[config.mk]
export PLATFORM = sky130hd
export DESIGN_NAME = multi_key_debounce_long_press_flat
export DESIGN_NICKNAME = d
export VERILOG_FILES = /design/src/rtl/core/mkdlp_pkg.sv /design/src/rtl/core/mkdlp_if.sv /design/src/rtl/core/mkdlp_lane.sv /design/src/rtl/core/mkdlp_merge.sv /design/src/rtl/core/multi_key_debounce_long_press.sv /design/src/flat_wrapper.sv
export VERILOG_INCLUDE_DIRS = /design/src /design/src/rtl/core
export SDC_FILE = /design/constraint.sdc
export NUM_CORES = 1
export LEC_CHECK = 0
export CORE_ASPECT_RATIO = 0.9
export CORE_MARGIN = 2
export CORE_UTILIZATION = 60
export DETAILED_ROUTE_END_ITERATION = 8
export DONT_BUFFER_PORTS = 1
export PLACE_DENSITY = 0.76
export SYNTH_ARGS = -nofsm -noshare
export SYNTH_HDL_FRONTEND = slang
export SYNTH_SLANG_ARGS = --single-unit
[constraint.sdc]
create_clock -name clk -period 6.84 [get_ports clk]
set_input_delay 1.026 -clock clk [delete_from_list [all_inputs] [get_ports clk]]
set_output_delay 1.026 -clock clk [all_outputs]
set_load 0.005 [all_outputs]
[src/rtl/core/multi_key_debounce_long_press_macros.svh]
// Assertion macros shared by the key debouncer RTL.
// No dependencies; include with the bare file name inside a module body.
`ifndef MULTI_KEY_DEBOUNCE_LONG_PRESS_MACROS_SVH
`define MULTI_KEY_DEBOUNCE_LONG_PRESS_MACROS_SVH

// Invariant that must hold at every clock edge outside reset.
`define MKDLP_ASSERT_ALWAYS(lbl, prop, msg) \
  lbl: assert property (@(posedge clk) disable iff (!rst_n) (prop)) else $error(msg);

// Same-cycle implication checked outside reset.
`define MKDLP_ASSERT_IMPLY(lbl, ante, cons, msg) \
  lbl: assert property (@(posedge clk) disable iff (!rst_n) (ante) |-> (cons)) else $error(msg);

`endif

[src/rtl/core/mkdlp_pkg.sv]
// Package for the key debouncer: key counts, codes, event/phase types, word structs.
// No dependencies; used by the interfaces, the lane, the merge and the top level.
`timescale 1ns / 1ps

package mkdlp_pkg;

  localparam int NPINS          = 5;
  localparam int NKEYS          = 6;
  localparam int COMBO          = 5;
  localparam int COUNT_BITS_DEF = 8;
  localparam int CODE_W         = 3;
  localparam int CFG_W          = 8;
  localparam int CFG_IDX_W      = 2;
  localparam int DELAY_W        = 8;

  // key codes reported by a read
  localparam logic [CODE_W-1:0] CODE_NONE = 3'd0;
  localparam logic [CODE_W-1:0] CODE_LONG = 3'd6;

  // configuration register indexes
  typedef enum logic [CFG_IDX_W-1:0] {
    CFG_KEY_ENABLE  = 2'd0,
    CFG_PRESS_LEVEL = 2'd1,
    CFG_LONG_DELAY  = 2'd2
  } cfg_idx_t;

  // per-key phase machine, one-hot
  typedef enum logic [3:0] {
    PH_IDLE    = 4'b0001,
    PH_CONFIRM = 4'b0010,
    PH_DOWN    = 4'b0100,
    PH_HELD    = 4'b1000
  } phase_t;

  typedef enum logic [1:0] {
    EV_NONE    = 2'd0,
    EV_PRESS   = 2'd1,
    EV_RELEASE = 2'd2,
    EV_LONG    = 2'd3
  } evt_t;

  // lane status toward the merge stage
  typedef struct packed {
    logic pressed_nxt;  // pressed bit after this item
    evt_t evt_nxt;      // event after this item, combo override included
    evt_t evt_cur;      // registered event, seen by a read
    logic held_fin;     // key is held after this item
  } lane_stat_t;

  // result word
  typedef struct packed {
    logic [CODE_W-1:0] key_code;
    logic [NKEYS-1:0]  held_mask;
  } out_word_t;

endpackage

[src/rtl/core/mkdlp_if.sv]
// Valid/ready channel interfaces for the key debouncer input and result words.
// Depends on mkdlp_pkg.
`timescale 1ns / 1ps

interface mkdlp_in_if;
  import mkdlp_pkg::*;

  logic             valid;
  logic             ready;
  logic             cmd;
  logic [NPINS-1:0] pins;

  modport source (output valid, output cmd, output pins, input ready);
  modport sink   (input valid, input cmd, input pins, output ready);
endinterface

interface mkdlp_out_if;
  import mkdlp_pkg::*;

  logic              valid;
  logic              ready;
  logic [CODE_W-1:0] key_code;
  logic [NKEYS-1:0]  held_mask;

  modport source (output valid, output key_code, output held_mask, input ready);
  modport sink   (input valid, input key_code, input held_mask, output ready);
endinterface

[src/rtl/core/mkdlp_lane.sv]
// One key lane: pressed bit, four-phase debounce machine, event, combo hold counter.
// Depends on mkdlp_pkg; instantiated six times by the top level.
`timescale 1ns / 1ps

module mkdlp_lane #(
  parameter bit IS_COMBO   = 1'b0,
  parameter int COUNT_BITS = mkdlp_pkg::COUNT_BITS_DEF
) (
  input  logic                          clk,
  input  logic                          rst_n,
  input  logic                          scan,        // accepted scan word
  input  logic                          clr,         // accepted read clears this event
  input  logic                          level,
  input  logic                          enable,
  input  logic                          plevel,
  input  logic                          force_idle,  // combo override, scans only
  input  logic [mkdlp_pkg::DELAY_W-1:0] long_delay,
  output mkdlp_pkg::lane_stat_t         stat
);
  import mkdlp_pkg::*;

  phase_t phase_r, phase_nxt, phase_scan;
  evt_t   evt_r, evt_nxt, evt_scan;
  logic   pressed_r, pressed_nxt;
  logic   fire;

  // sample only while enabled
  assign pressed_nxt = (scan && enable) ? (level == plevel) : pressed_r;

  // phase machine on a scan
  always_comb begin
    phase_scan = phase_r;
    evt_scan   = EV_NONE;
    unique case (phase_r)
      PH_IDLE: begin
        if (pressed_nxt) phase_scan = PH_CONFIRM;
      end
      PH_CONFIRM: begin
        phase_scan = pressed_nxt ? PH_DOWN : PH_IDLE;
      end
      PH_DOWN: begin
        if (pressed_nxt) begin
          phase_scan = PH_HELD;
          evt_scan   = EV_PRESS;
        end else begin
          phase_scan = PH_IDLE;
        end
      end
      PH_HELD: begin
        if (!pressed_nxt) begin
          phase_scan = PH_IDLE;
          evt_scan   = EV_RELEASE;
        end else if (fire) begin
          evt_scan = EV_LONG;
        end
      end
      default: begin
        phase_scan = PH_IDLE;
      end
    endcase
  end

  // pick scan result, read clear, or hold; then the override
  always_comb begin
    phase_nxt = phase_r;
    evt_nxt   = evt_r;
    if (scan) begin
      phase_nxt = phase_scan;
      evt_nxt   = evt_scan;
      if (force_idle) begin
        phase_nxt = PH_IDLE;
        evt_nxt   = EV_NONE;
      end
    end else if (clr) begin
      evt_nxt = EV_NONE;
    end
  end

  always_ff @(posedge clk) begin
    if (!rst_n) begin
      phase_r   <= PH_IDLE;
      evt_r     <= EV_NONE;
      pressed_r <= 1'b0;
    end else begin
      phase_r   <= phase_nxt;
      evt_r     <= evt_nxt;
      pressed_r <= pressed_nxt;
    end
  end

  // hold counter exists only in the combo lane
  generate
    if (IS_COMBO) begin : g_cnt
      localparam int CMP_W = (COUNT_BITS > DELAY_W) ? COUNT_BITS : DELAY_W;
      localparam logic [COUNT_BITS-1:0] CNT_MAX = {COUNT_BITS{1'b1}};

      logic [COUNT_BITS-1:0] cnt_r, cnt_nxt, cnt_inc;

      // saturating increment
      assign cnt_inc = (cnt_r == CNT_MAX) ? cnt_r : cnt_r + 1'b1;
      assign fire    = CMP_W'(cnt_inc) >= CMP_W'(long_delay);

      always_comb begin
        cnt_nxt = cnt_r;
        if (scan && pressed_nxt) begin
          if (phase_r == PH_CONFIRM) cnt_nxt = '0;
          else if (phase_r == PH_HELD) cnt_nxt = fire ? '0 : cnt_inc;
        end
      end

      always_ff @(posedge clk) begin
        if (!rst_n) cnt_r <= '0;
        else        cnt_r <= cnt_nxt;
      end
    end else begin : g_nocnt
      assign fire = 1'b0;
    end
  endgenerate

  // status toward the merge stage
  assign stat.pressed_nxt = pressed_nxt;
  assign stat.evt_nxt     = evt_nxt;
  assign stat.evt_cur     = evt_r;
  assign stat.held_fin    = (phase_nxt == PH_HELD);

endmodule

[src/rtl/core/mkdlp_merge.sv]
// Merge stage: combo override, read priority encoder with event clear, held mask.
// Depends on mkdlp_pkg; combines the six lane status structs.
`timescale 1ns / 1ps

module mkdlp_merge (
  input  logic                                     scan,
  input  logic                                     rd,
  input  mkdlp_pkg::lane_stat_t [mkdlp_pkg::NKEYS-1:0] stat,
  output logic                                     force_idle,
  output logic [mkdlp_pkg::NKEYS-1:0]              clr_vec,
  output logic [mkdlp_pkg::CODE_W-1:0]             key_code,
  output logic [mkdlp_pkg::NKEYS-1:0]              held_mask
);
  import mkdlp_pkg::*;

  logic [CODE_W-1:0] code_sel;
  logic [NKEYS-1:0]  clr_sel;

  // combo pressed or firing blocks its two member keys
  assign force_idle = scan &&
                      (stat[COMBO].pressed_nxt || (stat[COMBO].evt_nxt == EV_LONG));

  // lowest pending release wins, then combo long press
  always_comb begin
    code_sel = CODE_NONE;
    clr_sel  = '0;
    if (stat[COMBO].evt_cur == EV_LONG) begin
      code_sel       = CODE_LONG;
      clr_sel[COMBO] = 1'b1;
    end
    for (int k = NPINS - 1; k >= 0; k--) begin
      if (stat[k].evt_cur == EV_RELEASE) begin
        code_sel = CODE_W'(k + 1);
        clr_sel  = NKEYS'(1) << k;
      end
    end
  end

  assign clr_vec  = rd ? clr_sel : '0;
  assign key_code = rd ? code_sel : CODE_NONE;

  always_comb begin
    for (int k = 0; k < NKEYS; k++) held_mask[k] = stat[k].held_fin;
  end

endmodule

[src/rtl/core/multi_key_debounce_long_press.sv]
// Top level of the five-key debouncer with combo key: config registers, six lanes,
// merge stage and output register with skid. Depends on mkdlp_pkg, mkdlp_if, lane, merge.
`timescale 1ns / 1ps

// Takes one word per clock, scans and reads alike, while the skid stage is empty. Each word is handled
// in the cycle it is accepted: six key lanes update side by side and the merge stage applies the combo
// override and the read priority in the same cycle. The result word goes to the output register, or to
// the skid stage while the output word waits; this one-word skid keeps input ready high while a result
// waits, so input stalls only when two results are pending. Events live until the next scan or until
// a read reports them. No clearing pass after reset. Config writes take effect at the next edge.
module multi_key_debounce_long_press #(
  parameter int COUNT_BITS = mkdlp_pkg::COUNT_BITS_DEF
) (
  input  logic                            clk,
  input  logic                            rst_n,
  mkdlp_in_if.sink                        in_if,
  mkdlp_out_if.source                     out_if,
  input  logic                            cfg_we,
  input  logic [mkdlp_pkg::CFG_IDX_W-1:0] cfg_idx,
  input  logic [mkdlp_pkg::CFG_W-1:0]     cfg_data
);
  import mkdlp_pkg::*;

  `include "multi_key_debounce_long_press_macros.svh"

  logic [NKEYS-1:0]   key_enable_r, press_level_r;
  logic [DELAY_W-1:0] long_delay_r;

  logic               acc, scan, rd, take;
  logic [NKEYS-1:0]   lvl, clr_vec, held_mask;
  logic [CODE_W-1:0]  key_code;
  logic               force_idle;
  lane_stat_t [NKEYS-1:0] stat;
  out_word_t          word_new, out_r, skid_r;
  logic               oval_r, sval_r;

  // config registers
  always_ff @(posedge clk) begin
    if (!rst_n) begin
      key_enable_r  <= '1;
      press_level_r <= '0;
      long_delay_r  <= DELAY_W'(100);
    end else if (cfg_we) begin
      unique case (cfg_idx)
        CFG_KEY_ENABLE:  key_enable_r  <= cfg_data[NKEYS-1:0];
        CFG_PRESS_LEVEL: press_level_r <= cfg_data[NKEYS-1:0];
        CFG_LONG_DELAY:  long_delay_r  <= cfg_data[DELAY_W-1:0];
        default: ;
      endcase
    end
  end

  // input handshake
  assign in_if.ready = !sval_r;
  assign acc         = in_if.valid && !sval_r;
  assign scan        = acc && !in_if.cmd;
  assign rd          = acc && in_if.cmd;

  // combo level is low only when pins 1 and 4 are both low
  assign lvl = {in_if.pins[1] | in_if.pins[4], in_if.pins};

  // key lanes
  generate
    for (genvar k = 0; k < NKEYS; k++) begin : g_lane
      mkdlp_lane #(
        .IS_COMBO   (k == COMBO),
        .COUNT_BITS (COUNT_BITS)
      ) u_lane (
        .clk        (clk),
        .rst_n      (rst_n),
        .scan       (scan),
        .clr        (clr_vec[k]),
        .level      (lvl[k]),
        .enable     (key_enable_r[k]),
        .plevel     (press_level_r[k]),
        .force_idle (force_idle && (k == 1 || k == 4)),
        .long_delay (long_delay_r),
        .stat       (stat[k])
      );
    end
  endgenerate

  mkdlp_merge u_merge (
    .scan       (scan),
    .rd         (rd),
    .stat       (stat),
    .force_idle (force_idle),
    .clr_vec    (clr_vec),
    .key_code   (key_code),
    .held_mask  (held_mask)
  );

  assign word_new.key_code  = key_code;
  assign word_new.held_mask = held_mask;

  // output register plus one-word skid
  assign take = oval_r && out_if.ready;

  always_ff @(posedge clk) begin
    if (!rst_n) begin
      oval_r <= 1'b0;
      sval_r <= 1'b0;
    end else if (!oval_r || take) begin
      oval_r <= sval_r || acc;
      sval_r <= 1'b0;
    end else if (acc) begin
      sval_r <= 1'b1;
    end
  end

  always_ff @(posedge clk) begin
    if (!oval_r || take) begin
      out_r <= sval_r ? skid_r : word_new;
    end else if (acc) begin
      skid_r <= word_new;
    end
  end

  assign out_if.valid     = oval_r;
  assign out_if.key_code  = out_r.key_code;
  assign out_if.held_mask = out_r.held_mask;

  // checks
  `MKDLP_ASSERT_IMPLY(a_skid_needs_out, sval_r, oval_r, "skid word without output word")
  `MKDLP_ASSERT_ALWAYS(a_clr_onehot, $onehot0(clr_vec), "read clears more than one event")
  `MKDLP_ASSERT_IMPLY(a_combo_excl, oval_r && out_r.held_mask[COMBO], !out_r.held_mask[1] && !out_r.held_mask[4], "combo held with a member key held")
  `MKDLP_ASSERT_IMPLY(a_scan_no_code, scan, key_code == CODE_NONE, "scan word carries a key code")

endmodule
[src/flat_wrapper.sv]
// flat-port wrapper written by rule: the top's interface ports become plain ports
module multi_key_debounce_long_press_flat import mkdlp_pkg::*;
#(
  parameter int COUNT_BITS = mkdlp_pkg::COUNT_BITS_DEF
)
  (clk, rst_n, cfg_we, cfg_idx, cfg_data, in_if_valid, in_if_cmd, in_if_pins, in_if_ready, out_if_valid, out_if_key_code, out_if_held_mask, out_if_ready);
  mkdlp_in_if in_if_i ();
  mkdlp_out_if out_if_i ();
  input  logic clk;
  input  logic rst_n;
  input  logic cfg_we;
  input  logic [mkdlp_pkg::CFG_IDX_W-1:0] cfg_idx;
  input  logic [mkdlp_pkg::CFG_W-1:0] cfg_data;
  input wire logic [$bits(in_if_i.valid)-1:0] in_if_valid;
  input wire logic [$bits(in_if_i.cmd)-1:0] in_if_cmd;
  input wire logic [$bits(in_if_i.pins)-1:0] in_if_pins;
  output wire logic [$bits(in_if_i.ready)-1:0] in_if_ready;
  output wire logic [$bits(out_if_i.valid)-1:0] out_if_valid;
  output wire logic [$bits(out_if_i.key_code)-1:0] out_if_key_code;
  output wire logic [$bits(out_if_i.held_mask)-1:0] out_if_held_mask;
  input wire logic [$bits(out_if_i.ready)-1:0] out_if_ready;
  assign in_if_i.valid = in_if_valid;
  assign in_if_i.cmd = in_if_cmd;
  assign in_if_i.pins = in_if_pins;
  assign in_if_ready = in_if_i.ready;
  assign out_if_valid = out_if_i.valid;
  assign out_if_key_code = out_if_i.key_code;
  assign out_if_held_mask = out_if_i.held_mask;
  assign out_if_i.ready = out_if_ready;
  multi_key_debounce_long_press #(.COUNT_BITS(COUNT_BITS)) u_core (.clk(clk), .rst_n(rst_n), .in_if(in_if_i), .out_if(out_if_i), .cfg_we(cfg_we), .cfg_idx(cfg_idx), .cfg_data(cfg_data));
endmodule
==> flow_metrics.py <==
metrics = {
    "grt": {
        "grt_pass1_vias": 3350,
        "grt_use_total": 0.2523,
        "grt_overflow": 0,
        "antenna_found_initial": 0,
        "grt_first_pass_wirelength_microns": 16370,
        "grt_max_degree": 37,
    },
    "drt": {
        "via_per_inst": 6.067,
        "drc_errors": 0,
        "wl_microns": 9501,
        "vias": 3622,
        "wire_per_inst_microns": 15.91,
        "drt_first_pass_iters": 4,
        "drtAntennaViolNets": 0,
        "drt-initial-drc-count": 228,
    },
    "finish": {
        "antenna_cells": 0,
        "fin_area_sq_mm": 0.004791,
        "fillers": 632,
        "drive_gt1_frac": 0.09381,
        "nets": 526,
        "area_growth_pct": 5.192,
    },
    "power": {
        "powerDensity_mw_per_mm2": 208.5,
        "internal_power_w": 0.0007244,
        "swShare": 0.2749,
        "seqPwrFrac": 0.568,
        "p_leak_nw": 1.896,
        "switchingPower_w": 0.0002747,
        "power_w": 0.0009991,
        "ir_worst_vdd_mv": 0.1645,
        "comb_power_share": 0.072,
        "p_clk_frac": 0.360,
    },
    "logic_synthesis": {
        "ys_seq_elements": 90,
        "ys.warnings.count": 0,
        "synthCells": 506,
        "synth-compound-area-share": 0.1668,
        "synth_flop_cell": "dfxtp_1",
        "synth.area.mux_share": 0.06703,
        "syn_area_sq_mm": 0.004554,
        "synth_enable_flop_cells": 18,
        "synth-simple-area-share": 0.2475,
        "ys_seq_area_frac": 0.4352,
        "async_reset_ff_frac": 0,
        "postSynthAreaPerCell_sq_um": 9.001,
        "synth_fa_ha_area_frac": 0.02473,
        "synthXorXnorAreaFrac": 0.02308,
        "synth_top_family_by_area": "simple AND/OR/NAND/NOR gates",
        "synth_cell_types": 66,
        "syn_nets": 536,
    },
    "floorplan": {
        "io_pins": 32,
        "die_area_sq_mm": 0.008304,
        "core_area_sq_mm": 0.007432,
        "fp.dieW_microns": 95.84,
        "die_h_microns": 86.65,
        "start_util": 0.6128,
        "rows": 30,
    },
    "placed_design": {
        "place.gp.congestion": 0.8352,
        "place_ws_ps": 3968,
        "portBuffers": 0,
        "placed_area_sq_mm": 0.004603,
        "dp_hpwl_microns": 6724,
    },
    "critical_path": {
        "cp_top_family": "simple AND/OR/NAND/NOR gates",
        "reg2regPathDepth": 11,
        "path_class": "register to register",
        "r2r-end": "u_core.g_lane[5].u_lane.g_cnt.cnt_r[2]$_SDFFE_PN0P_",
        "required_ps": 7140,
        "endpoint_kind": "register",
        "worstPathCellList": "ha_1, nand2_1, nor3_1, nor2b_1, or2_2, ha_1, and3_1, o21ai_0, a31o_2, nand2_1, o21ai_1",
        "path_buf_inv": 0,
        "critPathMaxFanout": 8,
        "regToRegSetupSlack_ps": 3920,
        "startpoint_type": "register",
        "slowest_stage": "dfxtp_1",
        "cp.arrival_ps": 3220,
        "timing.rr.start": "u_core.g_lane[5].u_lane.g_cnt.cnt_r[0]$_SDFFE_PN0P_",
        "critPathMaxStageDelay_ps": 440,
    },
    "clock_tree": {
        "worstSkewPairLatency_ps": 370,
        "clock-sinks": 90,
        "cts_tree": "yes",
        "cts_hold_buf": 0,
        "root_buffer": "clkbuf_8",
        "cts-resized-gates": 0,
        "numCtsBuffers": 9,
        "cts_setup_buffers": 0,
        "cts_buffer_depth": 2,
        "path_clk_slew_ps": 100,
        "h-tree-depth": 3,
    },
    "timing": {
        "finalSetupTns_ps": 0,
        "finalCritPeriodShare": 0.4264,
        "slew-limit-headroom": 0.4598,
        "tightestPinTransition_ps": 808.7,
        "fmax_ghz": 0.3429,
        "finalMaxSlewViolations": 0,
        "skew_ps": 11.46,
        "rsz0062_at_grt": "no",
        "whs_ps": 479.5,
        "post-route-min-period_ps": 2917,
        "finalSetupViolCount": 0,
        "hold_viol": 0,
        "setup_slack_ps": 3923,
    },
    "min_path": {
        "hold_path_class": "register to register",
        "hold_path_depth": 2,
        "min_from": "u_core.g_lane[3].u_lane.evt_r[0]$_SDFFE_PN0P_",
        "holdPathEnd": "u_core.g_lane[3].u_lane.evt_r[0]$_SDFFE_PN0P_",
    },
    "status": {
        "status": "finished, final reports clean",
    },
    "run": {
        "maxCapViolCount": 0,
    },
}
-- state kept, by name, summed over array words and instances, names as in the netlist --
signal and count:
u_core.g_lane.u_lane.phase_r 24, u_core.g_lane.u_lane.evt_r 12, u_core.skid_r 9, u_core.g_lane.u_lane.g_cnt.cnt_r 8, u_core.long_delay_r 8, u_core.g_lane.u_lane.pressed_r 6, u_core.key_enable_r 6, u_core.out_if.held_mask 6
u_core.press_level_r 6, u_core.out_if.key_code 3, u_core.out_if.valid 1, u_core.sval_r 1
-- Yosys cell counts, types with 2 or more instances --
cell / count / share of area
nand2_1: 54 / 0.045
xor2_1: 6 / 0.012
mux2i_1: 26 / 0.057
o211ai_1: 8 / 0.013
buf_2: 7 / 0.0077
mux2_2: 4 / 0.0099
o21a_1: 3 / 0.0049
o41ai_1: 2 / 0.0038
nor4bb_1: 2 / 0.0044
or2_2: 5 / 0.0069
and3_1: 6 / 0.0082
a32oi_1: 6 / 0.012
clkbuf_1: 12 / 0.0099
nor4_1: 5 / 0.0069
and2_1: 3 / 0.0041
o31ai_1: 2 / 0.0033
o311ai_0: 3 / 0.0058
o21ai_1: 3 / 0.0033
nand3_1: 15 / 0.016
nand4_1: 7 / 0.0096
a22oi_1: 3 / 0.0049
o21ai_0: 32 / 0.035
nor2b_1: 15 / 0.021
nor2_1: 51 / 0.042
buf_1: 5 / 0.0041
a21o_1: 6 / 0.0099
inv_1: 17 / 0.014
o21bai_1: 3 / 0.0049
ha_1: 9 / 0.025
nor3_1: 15 / 0.016
or4b_2: 2 / 0.0044
xnor2_1: 6 / 0.012
dfxtp_1: 72 / 0.32
nand3b_1: 6 / 0.0099
nor4b_1: 4 / 0.0077
edfxtp_1: 18 / 0.12
nand2b_1: 6 / 0.0082
a21oi_1: 28 / 0.031
nor4_2: 2 / 0.0055
-- cells in the final DEF (no fill, tap or decap), drive strengths merged, types with 15 or more instances in the layout --
cell / n
dfxtp: 72
nand2: 54
nor2: 51
o21ai: 35
a21oi: 28
mux2i: 26
inv: 24
edfxtp: 18
nor3: 16
nand3: 15
nor2b: 15
-- power by group through the flow --
stage	logic [W]	clock network [W]	registers (W)
after global routing	0.0000810	0.000387	0.000570
after CTS	0.0000726	0.000367	0.000567
after floorplan	0.0000623	0	0.000573
after global placement	0.0000703	0	0.000579
final	0.0000723	0.000359	0.000567
after detailed placement	0.0000723	0	0.000579
-- how the worst max path moves through the flow --
stage | start | endpoint | cells after the start
after floorplan | u_core.g_lane[5].u_lane.g_cnt.cnt_r[0]$_SDFFE_PN0P_ | u_core.g_lane[5].u_lane.evt_r[1]$_SDFF_PN0_ | 9
after global placement | u_core.g_lane[5].u_lane.g_cnt.cnt_r[0]$_SDFFE_PN0P_ | u_core.g_lane[5].u_lane.evt_r[1]$_SDFF_PN0_ | 10
after detailed placement | u_core.g_lane[5].u_lane.g_cnt.cnt_r[0]$_SDFFE_PN0P_ | u_core.g_lane[5].u_lane.evt_r[1]$_SDFF_PN0_ | 10
after CTS | u_core.g_lane[5].u_lane.g_cnt.cnt_r[0]$_SDFFE_PN0P_ | u_core.g_lane[5].u_lane.g_cnt.cnt_r[2]$_SDFFE_PN0P_ | 11
after global routing | u_core.g_lane[5].u_lane.g_cnt.cnt_r[0]$_SDFFE_PN0P_ | u_core.g_lane[5].u_lane.g_cnt.cnt_r[2]$_SDFFE_PN0P_ | 11
final | u_core.g_lane[5].u_lane.g_cnt.cnt_r[0]$_SDFFE_PN0P_ | u_core.g_lane[5].u_lane.g_cnt.cnt_r[2]$_SDFFE_PN0P_ | 11
-- worst register-to-register path: cells and delay by family (launching register included) --
| kind | cells | cell delay (ps) |
|---|---|---|
| AND/OR/NAND/NOR | 6 | 1170 |
| AO/OA/AOI/OAI | 3 | 650 |
| adder cells (fa/ha/maj) | 2 | 570 |
| flip-flops | 1 | 440 |
-- metrics by stage --
step	instances	utilization
after global placement	581	0.6194
after global routing	597	0.6446
after CTS	597	0.6446
final	597	0.6446
after floorplan	506	-
after detailed placement	581	0.6194
-- final cells by class --
cell class	instances	area (sq um)	area share
Inverter	17	63.81	0.01332
Timing Repair Buffer	3	22.52	0.004701
Clock inverter	7	63.81	0.01332
Multi-Input combinational cell	375	2415	0.5040
Clock buffer	9	123.9	0.02586
Sequential cell	90	1982	0.4137
Tap cell	96	120.1	0.02507
-- logic make-up after synthesis --
kind of cell    count (synthesis)
compound gates                113
fa+ha+maj                       9
xor+xnor                       12
flops                          90
buf+inv                        41
mux                            30
simple gates                  211
-- routing by layer --
| metal | share of wire | wire [microns] | track usage | up-vias |
|---|---|---|---|---|
| met4 | 0.014 | 130 | 0.06623 | 0 |
| li1 | - | - | - | 1819 |
| met5 | 0 | 0 | 0 | - |
| met1 | 0.47 | 4435 | 0.3544 | 1700 |
| met3 | 0.042 | 401 | 0.06522 | 15 |
| met2 | 0.48 | 4534 | 0.3884 | 88 |
Note: power is estimated with default switching activity, not from simulation.
